## config.mk

```make
export PLATFORM = sky130hd
export DESIGN_NAME = mbus_long_frame_receiver_flat
export DESIGN_NICKNAME = d
export VERILOG_FILES = /design/src/design/mbus_lfr_pkg.sv /design/src/design/mbus_lfr_if.sv /design/src/design/mbus_lfr_rx.sv /design/src/design/mbus_long_frame_receiver.sv /design/src/flat_wrapper.sv
export SDC_FILE = /design/constraint.sdc
export NUM_CORES = 1
export LEC_CHECK = 0
export ABC_AREA = 1
export BUFFER_PORTS_ARGS = -buffer_cell sky130_fd_sc_hd__buf_2
export CAP_MARGIN = 20
export CORE_ASPECT_RATIO = 0.5
export CORE_MARGIN = 3
export CORE_UTILIZATION = 55
export DETAILED_ROUTE_END_ITERATION = 10
export HOLD_SLACK_MARGIN = 0.1
export PLACE_DENSITY_LB_ADDON = 0.2
export SETUP_SLACK_MARGIN = 0.1
export SYNTH_ARGS = -nofsm -noshare
export SYNTH_HDL_FRONTEND = slang
export SYNTH_SLANG_ARGS = --single-unit
```

## constraint.sdc

```tcl
create_clock -name clk_i -period 5.5 [get_ports clk_i]
set_input_delay 0.825 -clock clk_i [delete_from_list [all_inputs] [get_ports clk_i]]
set_output_delay 0.825 -clock clk_i [all_outputs]
set_load 0.005 [all_outputs]
```

## src/design/mbus_lfr_pkg.sv

```systemverilog
// types and constants shared by the m-bus long frame receiver files
package mbus_lfr_pkg;

  // command codes on the input channel
  typedef enum logic [1:0] {
    OpStart = 2'd0,
    OpByte  = 2'd1,
    OpTick  = 2'd2
  } opcode_e;

  // end-of-frame status codes
  typedef enum logic [2:0] {
    StOk         = 3'd0,
    StTimeout    = 3'd1,
    StBadLen     = 3'd2,
    StTooLong    = 3'd3,
    StOverrun    = 3'd4,
    StBadHeader  = 3'd5,
    StChecksum   = 3'd6,
    StBadPayload = 3'd7
  } status_e;

  // result beat kinds
  typedef enum logic {
    KindPayload = 1'b0,
    KindEnd     = 1'b1
  } kind_e;

  localparam logic [7:0]  StartByte     = 8'h68;
  localparam logic [7:0]  MaxLen        = 8'd250;
  localparam logic [8:0]  HeadBytes     = 9'd4;
  localparam logic [8:0]  PayloadStart  = 9'd7;
  localparam logic [7:0]  MinPayloadLen = 8'd4;
  localparam logic [15:0] TimeoutReset  = 16'd1000;

endpackage

```

## src/design/mbus_lfr_if.sv

```systemverilog
// valid/ready channel interfaces for the command input and the result output

interface mbus_lfr_in_if;
  logic       valid;
  logic       ready;
  logic [1:0] opcode;
  logic [7:0] rx_byte;

  modport source (output valid, opcode, rx_byte, input ready);
  modport sink   (input valid, opcode, rx_byte, output ready);
endinterface

interface mbus_lfr_out_if;
  logic       valid;
  logic       ready;
  logic       kind;
  logic [7:0] payload_byte;
  logic [2:0] status;
  logic [7:0] control_field;
  logic [7:0] address_field;
  logic [7:0] ci_field;
  logic [7:0] length_field;
  logic [7:0] computed_sum;

  modport source (output valid, kind, payload_byte, status, control_field, address_field,
                  ci_field, length_field, computed_sum, input ready);
  modport sink   (input valid, kind, payload_byte, status, control_field, address_field,
                  ci_field, length_field, computed_sum, output ready);
endinterface

```

## src/design/mbus_lfr_rx.sv

```systemverilog
// m-bus long frame receiver: frame tracking, checksum and result register
// Takes one command beat per clock (start, received byte or millisecond tick) and
// answers with at most one result beat in the following cycle: a data byte passed through
// (frame positions 7 and up, after C, A and CI) or a frame end carrying one of eight status
// codes. A command beat is accepted whenever the single result register is empty or
// is being drained in the same cycle, so the sustained rate is one beat per clock;
// the only limit is that result register. All per-byte work (position counter,
// length compare, mod-256 sum, timeout count) sits between the accepted beat and the
// result and state registers. There is no memory and no clearing pass after reset.
// timeout_ms is written through cfg_we_i / cfg_wdata_i and must only change while
// no frame is being received.
module mbus_lfr_rx import mbus_lfr_pkg::*; #(
  parameter int BUF_BYTES = 256
) (
  input  logic                 clk_i,
  input  logic                 rst_ni,
  mbus_lfr_in_if.sink          rx_in,
  mbus_lfr_out_if.source       res_out,
  input  logic                 cfg_we_i,
  input  logic [15:0]          cfg_wdata_i
);

  // frame buffer limit on the 9-bit position counter
  localparam logic [8:0] BufBytes = 9'(BUF_BYTES);

  // configuration
  logic [15:0] tmo_q;

  // frame state
  logic        recv_q, recv_d;
  logic [8:0]  pos_q, pos_d;
  logic [8:0]  exp_q, exp_d;
  logic [7:0]  sum_q, sum_d;
  logic [15:0] el_q, el_d;
  logic [7:0]  len_q, len_d;
  logic [7:0]  ssb_q, ssb_d;
  logic [7:0]  ctl_q, ctl_d;
  logic [7:0]  adr_q, adr_d;
  logic [7:0]  ci_q, ci_d;

  // result register
  logic        out_vld_q;
  kind_e       kind_q, res_kind;
  logic [7:0]  pbyte_q, res_pbyte;
  status_e     status_q, res_status;
  logic [7:0]  ctl_out_q, adr_out_q, ci_out_q, len_out_q, sum_out_q;

  logic        in_acc, res_vld, pass;
  logic [8:0]  pos_inc, user_end;
  logic [15:0] el_inc;
  logic [7:0]  b;

  // accept whenever the result slot is free or drains this cycle
  assign rx_in.ready = !out_vld_q || res_out.ready;
  assign in_acc      = rx_in.valid && rx_in.ready;
  assign b           = rx_in.rx_byte;
  assign pos_inc     = pos_q + 9'd1;
  assign user_end    = HeadBytes + {1'b0, len_q};
  assign el_inc      = (el_q == 16'hFFFF) ? el_q : el_q + 16'd1;

  always_comb begin
    recv_d     = recv_q;
    pos_d      = pos_q;
    exp_d      = exp_q;
    sum_d      = sum_q;
    el_d       = el_q;
    len_d      = len_q;
    ssb_d      = ssb_q;
    ctl_d      = ctl_q;
    adr_d      = adr_q;
    ci_d       = ci_q;
    res_vld    = 1'b0;
    res_kind   = KindPayload;
    res_pbyte  = 8'd0;
    res_status = StOk;
    pass       = 1'b0;

    if (in_acc) begin
      case (opcode_e'(rx_in.opcode))
        OpStart: begin
          // a start during reception is dropped
          if (!recv_q) begin
            recv_d = 1'b1;
            pos_d  = 9'd0;
            exp_d  = 9'd0;
            sum_d  = 8'd0;
            el_d   = 16'd0;
            len_d  = 8'd0;
            ssb_d  = 8'd0;
            ctl_d  = 8'd0;
            adr_d  = 8'd0;
            ci_d   = 8'd0;
          end
        end
        OpByte: begin
          if (recv_q) begin
            if (pos_q == 9'd0) begin
              // hunt for the first start byte
              if (b == StartByte) begin
                pos_d = 9'd1;
              end
            end else begin
              pos_d = pos_inc;
              if (pos_q == 9'd1) begin
                // length field: range and buffer checks end the frame at once
                len_d = b;
                exp_d = {1'b0, b} + HeadBytes + 9'd1;
                if (b == 8'd0 || b > MaxLen) begin
                  recv_d = 1'b0; res_vld = 1'b1; res_kind = KindEnd; res_status = StBadLen;
                end else if (exp_d > BufBytes) begin
                  recv_d = 1'b0; res_vld = 1'b1; res_kind = KindEnd; res_status = StTooLong;
                end
              end else begin
                if (pos_q == 9'd3) ssb_d = b;
                if (pos_q == 9'd4) ctl_d = b;
                if (pos_q == 9'd5) adr_d = b;
                if (pos_q == 9'd6) ci_d  = b;
                if (pos_q >= HeadBytes && pos_q < user_end) begin
                  sum_d = sum_q + b;
                  pass  = (pos_q >= PayloadStart);
                end
                if (exp_q != 9'd0 && pos_inc >= exp_q) begin
                  // checksum byte: frame complete
                  recv_d   = 1'b0;
                  res_vld  = 1'b1;
                  res_kind = KindEnd;
                  if (ssb_d != StartByte)      res_status = StBadHeader;
                  else if (b != sum_d)         res_status = StChecksum;
                  else if (len_q < MinPayloadLen) res_status = StBadPayload;
                  else                         res_status = StOk;
                end else if (pos_inc >= BufBytes) begin
                  recv_d = 1'b0; res_vld = 1'b1; res_kind = KindEnd; res_status = StOverrun;
                end else if (pass) begin
                  res_vld   = 1'b1;
                  res_pbyte = b;
                end
              end
            end
          end
        end
        OpTick: begin
          if (recv_q) begin
            el_d = el_inc;
            if (el_inc >= tmo_q) begin
              recv_d = 1'b0; res_vld = 1'b1; res_kind = KindEnd; res_status = StTimeout;
            end
          end
        end
        default: ;
      endcase
    end
  end

  always_ff @(posedge clk_i or negedge rst_ni) begin
    if (!rst_ni) begin
      tmo_q  <= TimeoutReset;
      recv_q <= 1'b0;
      pos_q  <= 9'd0;
      exp_q  <= 9'd0;
      sum_q  <= 8'd0;
      el_q   <= 16'd0;
      len_q  <= 8'd0;
      ssb_q  <= 8'd0;
      ctl_q  <= 8'd0;
      adr_q  <= 8'd0;
      ci_q   <= 8'd0;
      out_vld_q <= 1'b0;
    end else begin
      if (cfg_we_i) begin
        tmo_q <= cfg_wdata_i;
      end
      recv_q <= recv_d;
      pos_q  <= pos_d;
      exp_q  <= exp_d;
      sum_q  <= sum_d;
      el_q   <= el_d;
      len_q  <= len_d;
      ssb_q  <= ssb_d;
      ctl_q  <= ctl_d;
      adr_q  <= adr_d;
      ci_q   <= ci_d;
      if (res_vld) begin
        out_vld_q <= 1'b1;
      end else if (res_out.ready) begin
        out_vld_q <= 1'b0;
      end
    end
  end

  // result payload, captured with the frame fields as they stand after this beat
  always_ff @(posedge clk_i) begin
    if (res_vld) begin
      kind_q    <= res_kind;
      pbyte_q   <= res_pbyte;
      status_q  <= res_status;
      ctl_out_q <= ctl_d;
      adr_out_q <= adr_d;
      ci_out_q  <= ci_d;
      len_out_q <= len_d;
      sum_out_q <= sum_d;
    end
  end

  assign res_out.valid         = out_vld_q;
  assign res_out.kind          = kind_q;
  assign res_out.payload_byte  = pbyte_q;
  assign res_out.status        = status_q;
  assign res_out.control_field = ctl_out_q;
  assign res_out.address_field = adr_out_q;
  assign res_out.ci_field      = ci_out_q;
  assign res_out.length_field  = len_out_q;
  assign res_out.computed_sum  = sum_out_q;

  // position never passes the buffer size
  assert property (@(posedge clk_i) disable iff (!rst_ni) pos_q <= BufBytes)
    else $error("byte position beyond buffer");

  // while receiving, expected total is unset or a legal frame size
  assert property (@(posedge clk_i) disable iff (!rst_ni)
    !recv_q || exp_q == 9'd0 || (exp_q >= 9'd6 && exp_q <= BufBytes))
    else $error("expected total out of range");

  // start while idle opens a clean frame
  assert property (@(posedge clk_i) disable iff (!rst_ni)
    in_acc && rx_in.opcode == OpStart && !recv_q |=> recv_q && pos_q == 9'd0 && sum_q == 8'd0)
    else $error("start did not open a clean frame");

  // a frame-end result closes the reception
  assert property (@(posedge clk_i) disable iff (!rst_ni)
    res_vld && res_kind == KindEnd |=> !recv_q && out_vld_q)
    else $error("frame end left reception open");

endmodule

```

## src/design/mbus_long_frame_receiver.sv

```systemverilog
// top level of the m-bus long frame receiver
// One command beat per clock is accepted whenever the single result register is
// empty or drained in the same cycle; results appear in the cycle after the command
// that causes them, so the sustained rate is one beat per clock, set by that
// result register. Commands: start, received byte, millisecond tick. Bytes before
// the first 0x68 are dropped, the length field must be 1 to 250, data bytes after
// C, A and CI are forwarded as they arrive and every reception closes with one
// frame-end beat carrying its status. No clearing pass follows reset. timeout_ms
// resets to 1000; write it via cfg_we_i / cfg_wdata_i only while idle (unenforced).
module mbus_long_frame_receiver import mbus_lfr_pkg::*; #(
  parameter int BUF_BYTES = 256
) (
  input  logic            clk_i,
  input  logic            rst_ni,
  mbus_lfr_in_if.sink     rx_in,
  mbus_lfr_out_if.source  res_out,
  input  logic            cfg_we_i,
  input  logic [15:0]     cfg_wdata_i
);

  // all frame tracking and the result register live in the receive core
  mbus_lfr_rx #(
    .BUF_BYTES (BUF_BYTES)
  ) u_rx (
    .clk_i       (clk_i),
    .rst_ni      (rst_ni),
    .rx_in       (rx_in),
    .res_out     (res_out),
    .cfg_we_i    (cfg_we_i),
    .cfg_wdata_i (cfg_wdata_i)
  );

endmodule

```

## src/flat_wrapper.sv

```systemverilog
// flat-port wrapper written by rule: the top's interface ports become plain ports
module mbus_long_frame_receiver_flat import mbus_lfr_pkg::*;
#(
  parameter int BUF_BYTES = 256
)
  (clk_i, rst_ni, cfg_we_i, cfg_wdata_i, rx_in_valid, rx_in_opcode, rx_in_rx_byte, rx_in_ready, res_out_valid, res_out_kind, res_out_payload_byte, res_out_status, res_out_control_field, res_out_address_field, res_out_ci_field, res_out_length_field, res_out_computed_sum, res_out_ready);
  mbus_lfr_in_if rx_in_i ();
  mbus_lfr_out_if res_out_i ();
  input  logic clk_i;
  input  logic rst_ni;
  input  logic cfg_we_i;
  input  logic [15:0] cfg_wdata_i;
  input wire logic [$bits(rx_in_i.valid)-1:0] rx_in_valid;
  input wire logic [$bits(rx_in_i.opcode)-1:0] rx_in_opcode;
  input wire logic [$bits(rx_in_i.rx_byte)-1:0] rx_in_rx_byte;
  output wire logic [$bits(rx_in_i.ready)-1:0] rx_in_ready;
  output wire logic [$bits(res_out_i.valid)-1:0] res_out_valid;
  output wire logic [$bits(res_out_i.kind)-1:0] res_out_kind;
  output wire logic [$bits(res_out_i.payload_byte)-1:0] res_out_payload_byte;
  output wire logic [$bits(res_out_i.status)-1:0] res_out_status;
  output wire logic [$bits(res_out_i.control_field)-1:0] res_out_control_field;
  output wire logic [$bits(res_out_i.address_field)-1:0] res_out_address_field;
  output wire logic [$bits(res_out_i.ci_field)-1:0] res_out_ci_field;
  output wire logic [$bits(res_out_i.length_field)-1:0] res_out_length_field;
  output wire logic [$bits(res_out_i.computed_sum)-1:0] res_out_computed_sum;
  input wire logic [$bits(res_out_i.ready)-1:0] res_out_ready;
  assign rx_in_i.valid = rx_in_valid;
  assign rx_in_i.opcode = rx_in_opcode;
  assign rx_in_i.rx_byte = rx_in_rx_byte;
  assign rx_in_ready = rx_in_i.ready;
  assign res_out_valid = res_out_i.valid;
  assign res_out_kind = res_out_i.kind;
  assign res_out_payload_byte = res_out_i.payload_byte;
  assign res_out_status = res_out_i.status;
  assign res_out_control_field = res_out_i.control_field;
  assign res_out_address_field = res_out_i.address_field;
  assign res_out_ci_field = res_out_i.ci_field;
  assign res_out_length_field = res_out_i.length_field;
  assign res_out_computed_sum = res_out_i.computed_sum;
  assign res_out_i.ready = res_out_ready;
  mbus_long_frame_receiver #(.BUF_BYTES(BUF_BYTES)) u_core (.clk_i(clk_i), .rst_ni(rst_ni), .rx_in(rx_in_i), .res_out(res_out_i), .cfg_we_i(cfg_we_i), .cfg_wdata_i(cfg_wdata_i));
endmodule
```

# ---- Word-level counts from Yosys, hierarchy flattened
# Index checks and enable logic that the tools add are counted.
# Widths: inputs -> output; s select.
dict set report word_totals {
  n_memories 0
  mem_bits_rw 0
  latchBits 0
  out_inout_bits 54
  elab_cells 189
  mem_bits_ro 0
  input_bits 31
  ff_bits 152
}
dict set report op_classes {
  n_mul 0
  n_bitwise 4
  eq_ne 18
  n_div 0
  n_reduce_logical 20
  shift 0
  muxes 112
  add_sub_neg 6
  order_cmp 9
}
# op n
set op_table {}
lappend op_table {{$mux 8} 44}
lappend op_table {{$pmux 8 s2} 6}
lappend op_table {{$mux 9} 7}
lappend op_table {{$mux 16} 3}
lappend op_table {{$pmux 9 s2} 2}
lappend op_table {{$mux 1} 35}
lappend op_table {{$pmux 16 s2} 1}
lappend op_table {{$eq 9x3->1 const B} 3}
lappend op_table {{$mux 3} 8}
lappend op_table {{$add 9x1->9 const B} 2}
lappend op_table {{$ge 9x3->1 const B} 2}
lappend op_table {{$add 16x1->16 const B} 1}
lappend op_table {{$eq 16x16->1 const B} 1}
lappend op_table {{$ge 16x16->1} 1}
lappend op_table {{$ne 2x2->1 const B} 6}
lappend op_table {{$reduce_and 6->1} 2}
lappend op_table {{$add 3x8->9 const A} 1}
lappend op_table {{$add 8x3->9 const B} 1}
lappend op_table {{$eq 9x1->1 const B} 1}
lappend op_table {{$eq 9x2->1 const B} 1}
lappend op_table {{$ge 9x9->1} 1}
lappend op_table {{$ge 9x9->1 const B} 1}
lappend op_table {{$gt 9x9->1 const B} 1}
lappend op_table {{$logic_not 9->1} 1}
lappend op_table {{other kinds (27)} 37}

# ---- Longest topological paths before layout
dict set report depth {
  ltp_word 18
  depth_mapped 23
  depth_no_buf 23
}

# ---- Worst setup path before layout
# OpenSTA, ideal clock, no wires.
dict set report synth_path {
  path_type {reg2reg}
  from {reg u_core.u_rx.el_q[0]}
  to {reg u_core.u_rx.adr_out_q[0] (netlist: u_core.u_rx.res_out.address_field[0]) (enable)}
  setup_time_ns 0.406
  path_buffers 0
  setup_slack_ns 1.413
  synth_period_minus_slack_ns 4.087
  stages_incl_launch_ff 22
  arrival_time_ns 3.680
  required_time_ns 5.094
  cell_sequence {dfrtp_1 ha_1 inv_1 nor4_1 inv_1 nor3_1 nand2_1 o211ai_1 nor2_1 xor2_1 inv_1 ha_1 nand2_1 nor2_1 nand2_1 o211ai_1 nand2_1 nand3_1 nand2_1 nand2_1 nand2_1 inv_1}
}
dict set report synth_between {
  elab_chain_cells 7
  word_cells_on_any_way 8
  classes_between {add/sub (1); order compare (1); eq/ne (1); mux (5)}
}
# element line
set synth_lines {}
lappend synth_lines {{from (decl)} mbus_lfr_rx.sv:34} ;# logic [15:0] el_q, el_d;
lappend synth_lines {{from (signal assigned)} mbus_lfr_rx.sv:176} ;# el_q <= el_d;
lappend synth_lines {{$add 16x1->16 / $eq 16x16->1 (equally long branches)} mbus_lfr_rx.sv:59} ;# assign el_inc = (el_q == 16'hFFFF) ? el_q : el_q + 16'd1;
lappend synth_lines {{$mux 16 (*)} mbus_lfr_rx.sv:59}
lappend synth_lines {{$ge 16x16->1 (*)} mbus_lfr_rx.sv:144} ;# if (el_inc >= tmo_q) begin
lappend synth_lines {{$mux 1 (*)} mbus_lfr_rx.sv:144}
lappend synth_lines {{$mux 1 (*)} mbus_lfr_rx.sv:142} ;# if (recv_q) begin
lappend synth_lines {{$pmux 1 s2 (*)} mbus_lfr_rx.sv:79} ;# case (opcode_e'(rx_in.opcode))
lappend synth_lines {{$mux 1 (*)} mbus_lfr_rx.sv:78} ;# if (in_acc) begin
lappend synth_lines {{via u_core.u_rx.res_vld} mbus_lfr_rx.sv:48} ;# logic in_acc, res_vld, pass;
lappend synth_lines {{to (signal assigned)} mbus_lfr_rx.sv:197} ;# adr_out_q <= adr_d;
lappend synth_lines {{to (decl)} mbus_lfr_rx.sv:46} ;# logic [7:0] ctl_out_q, adr_out_q, ci_out_q, len_out_q, sum_out_q;
# Mark *: on every way through the listed nets, which the timed path passes. The rest lies on a longest branch.
# A chain may end at the register's enable or synchronous reset.

# ---- Worst setup path in the final report
dict set report layout_path {
  from {reg u_core.u_rx.el_q[0]}
  to {reg u_core.u_rx.sum_out_q[6] (netlist: u_core.u_rx.res_out.computed_sum[6]) (enable)}
}
dict set report layout_between {
  elab_chain_cells 7
  word_cells_on_any_way 8
  classes_between {add/sub (1); order compare (1); eq/ne (1); mux (5)}
}
# element line
set layout_lines {}
lappend layout_lines {{$add 16x1->16 / $eq 16x16->1 (equally long branches)} mbus_lfr_rx.sv:59}
lappend layout_lines {{$mux 16 (*)} mbus_lfr_rx.sv:59}
lappend layout_lines {{$ge 16x16->1 (*)} mbus_lfr_rx.sv:144}
lappend layout_lines {{$mux 1 (*)} mbus_lfr_rx.sv:144}
lappend layout_lines {{$mux 1 (*)} mbus_lfr_rx.sv:142}
lappend layout_lines {{$pmux 1 s2 (*)} mbus_lfr_rx.sv:79}
lappend layout_lines {{$mux 1 (*)} mbus_lfr_rx.sv:78}
lappend layout_lines {{via u_core.u_rx.res_vld} mbus_lfr_rx.sv:48}
lappend layout_lines {{to (signal assigned)} mbus_lfr_rx.sv:200} ;# sum_out_q <= sum_d;
lappend layout_lines {{to (decl)} mbus_lfr_rx.sv:46}
# Marked as above.

==> run_results.csv <==
group,metric,value,unit
status,outcome,"complete, no violations",
cts,ctsHoldBuffers,0,
cells_and_area,drive_gt1_frac,0.165,
logic_synthesis,ys_warn_count,0,
grt,grt_pass1_vias,6918,
critical_path,crit_required,5.57,ns
timing,worst_pin_slew,0.888,ns
job,max-cap-violations,0,
cts,postCtsSetupBuffers,0,
routing,routedWlPerCell,16.7,µm
routing,vias,7017,
timing,timing.final.ws_setup,1.02,ns
placed_design,gp_congestion,0.961,
power,total_power,3.54,mW
grt,grt_pass1_wl,35.1,mm
cts,path_clk_slew,0.07,ns
floorplan,die_y,93.4,µm
placed_design,dp_slack,1.06,ns
grt,grt_usage,0.262,
grt,antenna_found_initial,0,
worst_hold_path,hold_class,"reg -> reg",
routing,drc,0,
logic_synthesis,synth_ff_type,"dfrtp_1",
timing,rsz0062_at_grt,"false",
worst_hold_path,hold_path_depth,2,
timing,drv_slew,0,
floorplan,die_area,16900,µm²
grt,grt_overflow,0,
routing,drt-pass1-iter-count,5,
logic_synthesis,syn_nets,1038,
critical_path,worstRegToRegCells,22,
logic_synthesis,synth-async-reset-ratio,0.658,
logic_synthesis,synth_edf_count,52,
logic_synthesis,ys_ff_latch,152,
cts,clock_latency,0.43,ns
cells_and_area,antennaDiodeCount,0,
cts,cts_resized,0,
logic_synthesis,syn_avg_cell_area,8.83,µm²
cells_and_area,layout.cells.non_filler,1257,
logic_synthesis,ys_types,49,
routing,viasPerCell,5.58,
timing,hold_violations,0,
cells_and_area,area_delta_synth_final,14.3,%
placed_design,dp_cells,1225,
power,powerDensity,368,nW/µm²
critical_path,crit_type,"reg -> reg",
cells_and_area,nNetsFinal,1132,
logic_synthesis,syn_inst,952,
floorplan,design.core.area,14700,µm²
cts,cts_tree,"yes",
cts,clock-sinks,152,
cts,cts_max_level,4,
routing,ant_nets,0,
floorplan,placementRows,31,
timing,setup_viol,0,
critical_path,cp_max_fo,38,
timing,fin_crit,4.48,ns
timing,relSlewSlack,0.406,
floorplan,pin_count,85,
floorplan,initial_core_util,0.572,
cells_and_area,fillCellCount,1242,
timing,skew,0.0185,ns
timing,fin_tns_setup,0,ns
critical_path,arrival,4.55,ns
routing,drtIter0Drc,532,
timing,fmaxAchievable,223,MHz
power,vdd_drop_max,0.200,mV
cts,cts_max_path_buffers,2,
placed_design,port_buffers,84,
floorplan,die_w,181,µm
logic_synthesis,ys_seq_area_frac,0.484,
critical_path,cp-end-kind,"flip-flop",
routing,drt-total-wl,21.0,mm
critical_path,start_kind,"flip-flop",
placed_design,hpwl,15.3,mm
cts,cts_made_buffers,17,
grt,grt_max_degree,66,
logic_synthesis,syn_area,8410,µm²
cts,cts_root_buf,"clkbuf_16",
power,leakagePower,4.59,nW
timing,worst_hold_slack,0.489,ns
timing,fin_crit_sh,0.814,
-- synth_stat cells (all sizes together), types with 2 or more instances --
cell | n | area (µm²)
nor4 | 5 | 37.5
edfxtp | 52 | 1560
inv | 172 | 646
o2111ai | 2 | 17.5
or2 | 3 | 18.8
nand3 | 67 | 365
nand4 | 14 | 87.6
a22oi | 2 | 15.0
o211ai | 3 | 22.5
nand2 | 182 | 706
a31oi | 3 | 40.0
ha | 54 | 676
o31ai | 5 | 37.5
dfrtp | 94 | 2350
clkbuf | 7 | 26.3
dfstp | 6 | 158
xor2 | 22 | 193
buf | 5 | 40.0
o21ai | 79 | 407
nor2 | 63 | 274
o22ai | 47 | 294
clkinv | 4 | 15.0
o21a | 2 | 15.0
xnor2 | 4 | 35.0
o21bai | 2 | 18.8
nor3 | 16 | 100
a21oi | 30 | 165
-- cell type report --
class                      instances  area [µm²]  area share
tap                              198         248      0.0258
sequential                       152        4070       0.423
clock buffer                      18         429      0.0446
clock inverter                    14         150      0.0156
multi-input combinational        612        3610       0.376
inverter                         176         661      0.0687
timing repair buffer              87         445      0.0463
-- worst paths after layout --
path | from | to | slack, ns
min in group asynchronous | rst_ni | u_core.u_rx.ctl_q[3] | 0.50
max in group asynchronous | rst_ni | u_core.u_rx.tmo_q[6] | 3.95
min | u_core.u_rx.ssb_q[5] | u_core.u_rx.ssb_q[5] | 0.49
max reg2reg | u_core.u_rx.el_q[0] | u_core.u_rx.res_out.computed_sum[6] | 1.02
max | u_core.u_rx.el_q[0] | u_core.u_rx.res_out.computed_sum[6] | 1.02
min reg2reg | u_core.u_rx.ssb_q[5] | u_core.u_rx.ssb_q[5] | 0.49
-- power by group --
part           total, mW  switching [mW]  internal (mW)  leakage, nW
logic               1.04           0.705          0.339         2.48
registers           1.35          0.0730           1.28         1.84
clock network       1.14           0.538          0.606        0.277
total               3.54            1.32           2.22         4.59
-- layout by cell type (no fill, tap or decap), types with 7 or more instances in the layout --
cell	netlist	final
nand4_1	14	14
nor3_1	12	12
edfxtp_1	52	52
dfrtp_1	94	94
buf_2	2	83
nand2_1	173	173
inv_1	166	165
o21ai_0	72	72
a21oi_1	26	26
xor2_1	22	22
inv_2	6	7
clkbuf_16	0	17
ha_1	54	54
nand2_2	9	9
o22ai_1	47	47
nand3_1	61	61
nor2_1	54	54
-- critical path, stage by stage (launching register included) --
cell and delay (ns):
dfrtp_1 0.39, ha_1 0.18, inv_1 0.06, nor4_1 0.24, inv_1 0.10, nor3_1 0.29, nand2_1 0.12, o211ai_1 0.35
nor2_1 0.09, xor2_1 0.18, inv_1 0.07, ha_1 0.29, nand2_1 0.08, nor2_1 0.19, nand2_1 0.09, o211ai_1 0.12
nand2_1 0.09, nand3_1 0.09, nand2_1 0.10, nand2_1 0.09, nand2_1 0.08, inv_2 0.30, buf_4 0.51
-- registers in the layout, indices dropped and copies added, names as in the netlist, 9 cells and up --
name,flops
u_core.u_rx.el_q,16
u_core.u_rx.exp_q,9
u_core.u_rx.pos_q,9
u_core.u_rx.tmo_q,16
-- stage by stage --
| stage | util | cell area (µm²) |
|---|---|---|
| 3_3_place_gp | 0.615 | 9040 |
| 6_report | 0.654 | 9620 |
| 3_5_place_dp | 0.615 | 9040 |
| 4_1_cts | 0.654 | 9620 |
| 5_1_grt | 0.654 | 9620 |
| 2_1_floorplan | - | 8410 |
-- cells by family after synthesis --
group | Yosys count | share of synthesized area
AO/OA/AOI/OAI | 177 | 0.125
adder cells (fa/ha/maj) | 55 | 0.0827
AND/OR/NAND/NOR | 353 | 0.194
XOR/XNOR | 26 | 0.0271
buffers and inverters | 188 | 0.0864
multiplexers | 1 | 0.00134
flip-flops | 152 | 0.484
-- metal layers --
| metal | track usage | part of all wire | vias to the layer above |
|---|---|---|---|
| li1 | - | - | 3379 |
| met1 | 0.357 | 0.44 | 3299 |
| met2 | 0.420 | 0.45 | 297 |
| met3 | 0.0583 | 0.085 | 42 |
| met4 | 0.0887 | 0.027 | 0 |
| met5 | 0 | 0 | - |
No activity file was read; power rests on OpenSTA's default activity.
